[src/hw/rtl/upd_pkg.sv]
// shared types, character constants and hex helpers for the url percent decoder
// no dependencies
`default_nettype none

package upd_pkg;

  localparam logic [7:0] PctChar   = 8'h25;
  localparam logic [7:0] PlusChar  = 8'h2B;
  localparam logic [7:0] SpaceChar = 8'h20;

  localparam int unsigned MaxRes = 3;

  // escape phase codes
  localparam logic [1:0] PhIdle = 2'd0;
  localparam logic [1:0] PhPct  = 2'd1;
  localparam logic [1:0] PhHex  = 2'd2;

  // results caused by one input beat
  typedef struct packed {
    logic [MaxRes-1:0][7:0] data;
    logic [1:0]             cnt;
    logic                   last;
  } upd_grp_t;

  function automatic logic is_hex(input logic [7:0] c);
    return ((c >= 8'h30) && (c <= 8'h39)) ||
           ((c >= 8'h41) && (c <= 8'h46)) ||
           ((c >= 8'h61) && (c <= 8'h66));
  endfunction

  function automatic logic [3:0] hex_nib(input logic [7:0] c);
    logic [3:0] v;
    if (c <= 8'h39) begin
      v = c[3:0];
    end else begin
      v = c[3:0] + 4'd9;
    end
    return v;
  endfunction

endpackage

`default_nettype wire

[src/hw/rtl/upd_decode.sv]
// escape state and per-beat decode into a group of up to three result bytes
// depends on upd_pkg
`default_nettype none

module upd_decode (
  input  wire logic            clk_i,
  input  wire logic            rst_ni,
  input  wire logic [7:0]      byte_i,
  input  wire logic            last_i,
  input  wire logic            adv_i,
  output upd_pkg::upd_grp_t    grp_o
);
  import upd_pkg::*;

  logic [1:0] phase_q, phase_d;
  logic [7:0] held_q, held_d;

  always_comb begin
    logic [MaxRes-1:0][7:0] data;
    logic [1:0]             cnt;
    logic                   do_idle;
    data    = '0;
    cnt     = 2'd0;
    do_idle = 1'b0;
    phase_d = phase_q;
    held_d  = held_q;

    case (phase_q)
      PhPct: begin
        if (is_hex(byte_i)) begin
          phase_d = PhHex;
          held_d  = byte_i;
        end else begin
          data[cnt] = PctChar;
          cnt       = cnt + 2'd1;
          phase_d   = PhIdle;
          do_idle   = 1'b1;
        end
      end
      PhHex: begin
        phase_d = PhIdle;
        if (is_hex(byte_i) && is_hex(held_q)) begin
          data[cnt] = {hex_nib(held_q), hex_nib(byte_i)};
          cnt       = cnt + 2'd1;
        end else begin
          data[cnt] = PctChar;
          cnt       = cnt + 2'd1;
          data[cnt] = held_q;
          cnt       = cnt + 2'd1;
          do_idle   = 1'b1;
        end
      end
      default: begin
        phase_d = PhIdle;
        do_idle = 1'b1;
      end
    endcase

    if (do_idle) begin
      if (byte_i == PctChar) begin
        phase_d = PhPct;
      end else if (byte_i == PlusChar) begin
        data[cnt] = SpaceChar;
        cnt       = cnt + 2'd1;
      end else begin
        data[cnt] = byte_i;
        cnt       = cnt + 2'd1;
      end
    end

    // flush a pending escape at end of stream
    if (last_i) begin
      if (phase_d == PhPct) begin
        data[cnt] = PctChar;
        cnt       = cnt + 2'd1;
      end else if (phase_d == PhHex) begin
        data[cnt] = PctChar;
        cnt       = cnt + 2'd1;
        data[cnt] = held_d;
        cnt       = cnt + 2'd1;
      end
      phase_d = PhIdle;
    end

    if (phase_d == PhIdle) begin
      held_d = 8'h00;
    end

    grp_o.data = data;
    grp_o.cnt  = cnt;
    grp_o.last = last_i;
  end

  always_ff @(posedge clk_i or negedge rst_ni) begin
    if (!rst_ni) begin
      phase_q <= PhIdle;
      held_q  <= 8'h00;
    end else if (adv_i) begin
      phase_q <= phase_d;
      held_q  <= held_d;
    end
  end

endmodule

`default_nettype wire

[src/hw/rtl/upd_emit.sv]
// result register that hands out a decoded group one byte per beat
// depends on upd_pkg
`default_nettype none

module upd_emit (
  input  wire logic              clk_i,
  input  wire logic              rst_ni,
  input  wire upd_pkg::upd_grp_t grp_i,
  input  wire logic              load_i,
  output logic                   free_o,
  output logic                   out_valid_o,
  input  wire logic              out_ready_i,
  output logic [7:0]             out_byte_o,
  output logic                   run_end_o,
  output logic                   stream_end_o
);
  import upd_pkg::*;

  logic [1:0]             cnt_q, cnt_d;
  logic [1:0]             idx_q, idx_d;
  logic [MaxRes-1:0][7:0] data_q;
  logic                   last_q;
  logic                   take;
  logic                   done;

  assign out_valid_o  = (cnt_q != 2'd0);
  assign run_end_o    = ((idx_q + 2'd1) == cnt_q);
  assign stream_end_o = run_end_o & last_q;
  assign take         = out_valid_o & out_ready_i;
  assign done         = take & run_end_o;
  assign free_o       = !out_valid_o || done;

  always_comb begin
    case (idx_q)
      2'd0:    out_byte_o = data_q[0];
      2'd1:    out_byte_o = data_q[1];
      2'd2:    out_byte_o = data_q[2];
      default: out_byte_o = data_q[0];
    endcase
  end

  always_comb begin
    cnt_d = cnt_q;
    idx_d = idx_q;
    if (load_i) begin
      cnt_d = grp_i.cnt;
      idx_d = 2'd0;
    end else if (done) begin
      cnt_d = 2'd0;
      idx_d = 2'd0;
    end else if (take) begin
      idx_d = idx_q + 2'd1;
    end
  end

  always_ff @(posedge clk_i or negedge rst_ni) begin
    if (!rst_ni) begin
      cnt_q <= 2'd0;
      idx_q <= 2'd0;
    end else begin
      cnt_q <= cnt_d;
      idx_q <= idx_d;
    end
  end

  always_ff @(posedge clk_i) begin
    if (load_i) begin
      data_q <= grp_i.data;
      last_q <= grp_i.last;
    end
  end

endmodule

`default_nettype wire

[src/hw/rtl/url_percent_decoder.sv]
// url percent decoder: an input beat passes the input register, then the result register.
// one input beat per cycle while each beat yields at most one byte and the output is ready;
// a beat that yields n bytes holds the result register until its n bytes have been taken.
// beats inside an escape yield nothing and pass without using the output.
// rst_ni clears the escape state, the input register and the result register.
`default_nettype none

module url_percent_decoder (
  input  wire logic       clk_i,
  input  wire logic       rst_ni,
  input  wire logic       in_valid_i,
  output logic            in_ready_o,
  input  wire logic [7:0] in_byte_i,
  input  wire logic       in_last_i,
  output logic            out_valid_o,
  input  wire logic       out_ready_i,
  output logic [7:0]      out_byte_o,
  output logic            run_end_o,
  output logic            stream_end_o
);
  import upd_pkg::*;

  logic       iv_q, iv_d;
  logic [7:0] byte_q;
  logic       last_q;
  logic       adv;
  logic       load;
  logic       free;
  upd_grp_t   grp;

  // input register moves on when the result register can take its group or the group is empty
  assign adv        = iv_q && (free || (grp.cnt == 2'd0));
  assign load       = adv && (grp.cnt != 2'd0);
  assign in_ready_o = !iv_q || adv;

  always_comb begin
    iv_d = iv_q;
    if (in_valid_i && in_ready_o) begin
      iv_d = 1'b1;
    end else if (adv) begin
      iv_d = 1'b0;
    end
  end

  always_ff @(posedge clk_i or negedge rst_ni) begin
    if (!rst_ni) begin
      iv_q <= 1'b0;
    end else begin
      iv_q <= iv_d;
    end
  end

  always_ff @(posedge clk_i) begin
    if (in_valid_i && in_ready_o) begin
      byte_q <= in_byte_i;
      last_q <= in_last_i;
    end
  end

  upd_decode u_decode (
    .clk_i  (clk_i),
    .rst_ni (rst_ni),
    .byte_i (byte_q),
    .last_i (last_q),
    .adv_i  (adv),
    .grp_o  (grp)
  );

  upd_emit u_emit (
    .clk_i        (clk_i),
    .rst_ni       (rst_ni),
    .grp_i        (grp),
    .load_i       (load),
    .free_o       (free),
    .out_valid_o  (out_valid_o),
    .out_ready_i  (out_ready_i),
    .out_byte_o   (out_byte_o),
    .run_end_o    (run_end_o),
    .stream_end_o (stream_end_o)
  );

endmodule

`default_nettype wire

[config.mk]
export PLATFORM = sky130hd
export DESIGN_NAME = url_percent_decoder
export DESIGN_NICKNAME = d
export VERILOG_FILES = /design/src/hw/rtl/upd_pkg.sv /design/src/hw/rtl/upd_decode.sv /design/src/hw/rtl/upd_emit.sv /design/src/hw/rtl/url_percent_decoder.sv
export SDC_FILE = /design/constraint.sdc
export NUM_CORES = 1
export LEC_CHECK = 0
export BUFFER_PORTS_ARGS = -buffer_cell sky130_fd_sc_hd__buf_2
export CAP_MARGIN = 30
export CORE_UTILIZATION = 40
export DETAILED_ROUTE_END_ITERATION = 8
export PLACE_DENSITY = 0.56
export SETUP_SLACK_MARGIN = 0.5
export SLEW_MARGIN = 40
export SYNTH_ARGS = -nofsm -noshare
export SYNTH_HDL_FRONTEND = slang
export SYNTH_SLANG_ARGS = --single-unit
[constraint.sdc]
create_clock -name clk_i -period 6.4 [get_ports clk_i]
set_clock_uncertainty 0.05 [all_clocks]
set_input_delay 0.32 -clock clk_i [delete_from_list [all_inputs] [get_ports clk_i]]
set_output_delay 0.32 -clock clk_i [all_outputs]
set_load 0.1 [all_outputs]
==> metrics.txt <==
Clock H-tree levels=2; first-pass GRT wire length=14,400 um; kind of start point of the critical path=register; syn_nets=381; Worst-path clk slew=0.10 ns; mux cell area share after synthesis=1.62%; initial cell density of the core=41.4%; Antenna Cells=0; Post-Syn Area per Cell=9.77 um2; Die Y-Extent=94.2 um; total global routing overflow=0; Slew @ Worst Pin=0.604 ns; pwr/cell area=350 nW/um2; Synth Warn #=0; total power=1310 uW; Ports=25; fmax=178 MHz; WL/cell=19.1 um; critical path arrival=5.24 ns; DP Cell Count=461; total CTS buffers=5; core area=8220 um2; XOR/XNOR Fraction of Synth Area=1.80%; r2r setup slk=0.95 ns; min cycle time layout=5.61 ns; Required @ worst endpoint=6.03 ns; Final Non-Filler Cells=475; row cnt=33; worst min path class=input port to register; CTS max path bufs=2; post-synthesis sequential area ratio=41.1%; post-synthesis simple-gate area fraction=18.4%; EDFF count, synth=34; #FFs+latches synth=49; pin count of the biggest net entering global routing=28; LEAKAGE=0.00143 uW; detailed placement HPWL=6750 um; main combinational cell family by area after synthesis=compound AO/OA/AOI/OAI gates; router iterations before antenna repair=6; outcome=finished, final reports clean; Synth async-reset ratio=30.6%; Die Wd=94.2 um; final setup vio count=0; Starting DRT DRC Count=262; CTS root buf=clkbuf_8; ys flop type=edfxtp_1; vias post-DR=2,865; Max IR drop VDD=0.155 mV; Crit. End Element=primary output; max cap viols=0; CTS tree=built; CP Max Fanout=10; fin nets=402; crit path kind=register to primary output; Synth Area in Adders=7.36%; RSZ-0062 raised after global routing=no; synthesis-to-layout area growth=10.4%; Final TNS setup=0 ns; CTS sink cnt=49; number of global-route vias before repair=2,702; max-slew violation count=0; fraction of layout cells with a size suffix above 1=15.9%; drc violations=0; hold_ws=0.121 ns; die area=8870 um2; antenna-violating nets left=0; Max-slew headroom=59.7%; initial antenna violation count=0; Routed WL=9080 um; Cell Area, Synth=3400 um2; gpl congestion=0.906; count of input and output buffers=24; vias per cell=6.03; GRT Total Usage=21.5%; synth unique cells=72; final period utilization=87.7%; cell count after synthesis=348; Hold Fails Final Rpt=0; Compound-Gate Fraction of Synth Area=25.5%; clock latency on the worst-skew pair=0.31 ns
worst paths after layout:
path,start,end,cells past startpoint
setup / recovery,byte_q[1],in_ready_o,18
hold / removal,in_byte_i[6],byte_q[6],1
setup reg to reg,byte_q[1],last_q,18
hold reg to reg,u_decode.phase_q[1],u_decode.phase_q[1],1
max in group asynchronous,rst_ni,u_decode.held_q[7],2
min in group asynchronous,rst_ni,u_decode.held_q[6],2
flip-flops by register name, summed over array words and instances, names as in the netlist:
register          flops
byte_q                8
iv_q                  1
last_q                1
u_decode.held_q       8
u_decode.phase_q      2
u_emit.cnt_q          2
u_emit.data_q        24
u_emit.idx_q          2
u_emit.last_q         1
what timing repair did:
action / in CTS / in global routing
setup buffers: 0 / 4
endpoints found under the setup margin: 0 / 1
resized for setup: 0 / 3
hold buffers: 1 / 0
endpoints found under the hold margin: 15 / 0
metrics by stage:
stage | worst slack (ns) | instance area, um2 | util, %
2_1_floorplan | 1.03 | 3400 | -
3_3_place_gp | 1.21 | 3590 | 43.7
3_5_place_dp | 0.991 | 3590 | 43.7
4_1_cts | 0.708 | 3690 | 45.0
5_1_grt | 0.528 | 3750 | 45.7
6_report | 0.790 | 3750 | 45.7
placed cells by master (no fill, tap or decap), types with 3 or more instances in the layout:
cell,netlist,final
nand2_1,39,39
edfxtp_1,34,34
nor2_1,26,24
buf_2,3,23
a21oi_1,21,21
o21ai_0,19,19
ha_1,20,19
inv_1,16,16
dfrtp_1,15,15
a22oi_1,10,10
nand3_1,9,9
a22o_1,9,9
and2_1,8,8
xnor2_1,7,7
nor2b_1,6,6
o31ai_1,6,6
buf_4,1,6
nand2b_1,5,5
clkbuf_8,0,5
a21o_1,4,4
nor3_1,4,4
o22ai_1,4,4
a32oi_1,4,4
a211o_1,3,3
nand4_1,3,3
a211oi_1,3,3
and3_1,3,3
Yosys cell counts, drive strengths merged, types with 5 or more instances:
master	n	area, um2
a21oi	21	105
nor2	26	97.6
inv	16	60.1
a22oi	10	75.1
buf	6	37.5
clkbuf	12	45.0
nor2b	6	37.5
dfrtp	15	375
and2	8	50.1
ha	20	250
xnor2	7	61.3
nand3	9	45.0
a22o	9	78.8
nand2b	5	31.3
o21ai	21	109
edfxtp	34	1020
nand2	39	146
o31ai	6	45.0
area by class of cell:
cell class,count,area (um2)
flip-flops and latches,49,1400
fillers,813,4460
well taps,105,131
clock buffers,5,68.8
multi-input cells,264,1890
repair buffers,32,183
clock inverters,3,21.3
inverters,17,63.8
kinds of logic after synthesis:
logic type	after synthesis
AO/OA/AOI/OAI	113
XOR/XNOR	7
adder cells (fa/ha/maj)	20
buffers and inverters	35
flip-flops	49
multiplexers	4
AND/OR/NAND/NOR	120
power by group:
group	internal (uW)	total (uW)	leakage [uW]	switching (uW)
clock network	77.8	192	0.0000445	114
logic	131	638	0.000862	507
registers	427	483	0.000527	56.1
total	636	1310	0.00143	677
layer usage:
layer	GRT usage, %	routed length [um]	vias up	share of wire, %
li1	-	-	1348	-
met1	29.3	4070	1367	45
met2	35.6	4270	125	47
met3	3.40	547	25	6.0
met4	5.13	191	0	2.1
met5	0	0	-	0
worst max-delay path, stage by stage, from the launching register on:
cell	delay [ns]
edfxtp_1	0.57
inv_1	0.17
ha_1	0.25
nor3b_2	0.28
a21oi_1	0.22
a211oi_4	0.40
mux2i_4	0.32
inv_1	0.09
ha_1	0.33
nand2_1	0.07
a21oi_1	0.04
nor4_1	0.28
o22a_1	0.29
ha_2	0.31
or3_1	0.34
o211ai_1	0.23
o221a_4	0.26
or3b_4	0.14
clkbuf_4	0.32
Note: power is estimated with default switching activity, not from simulation.
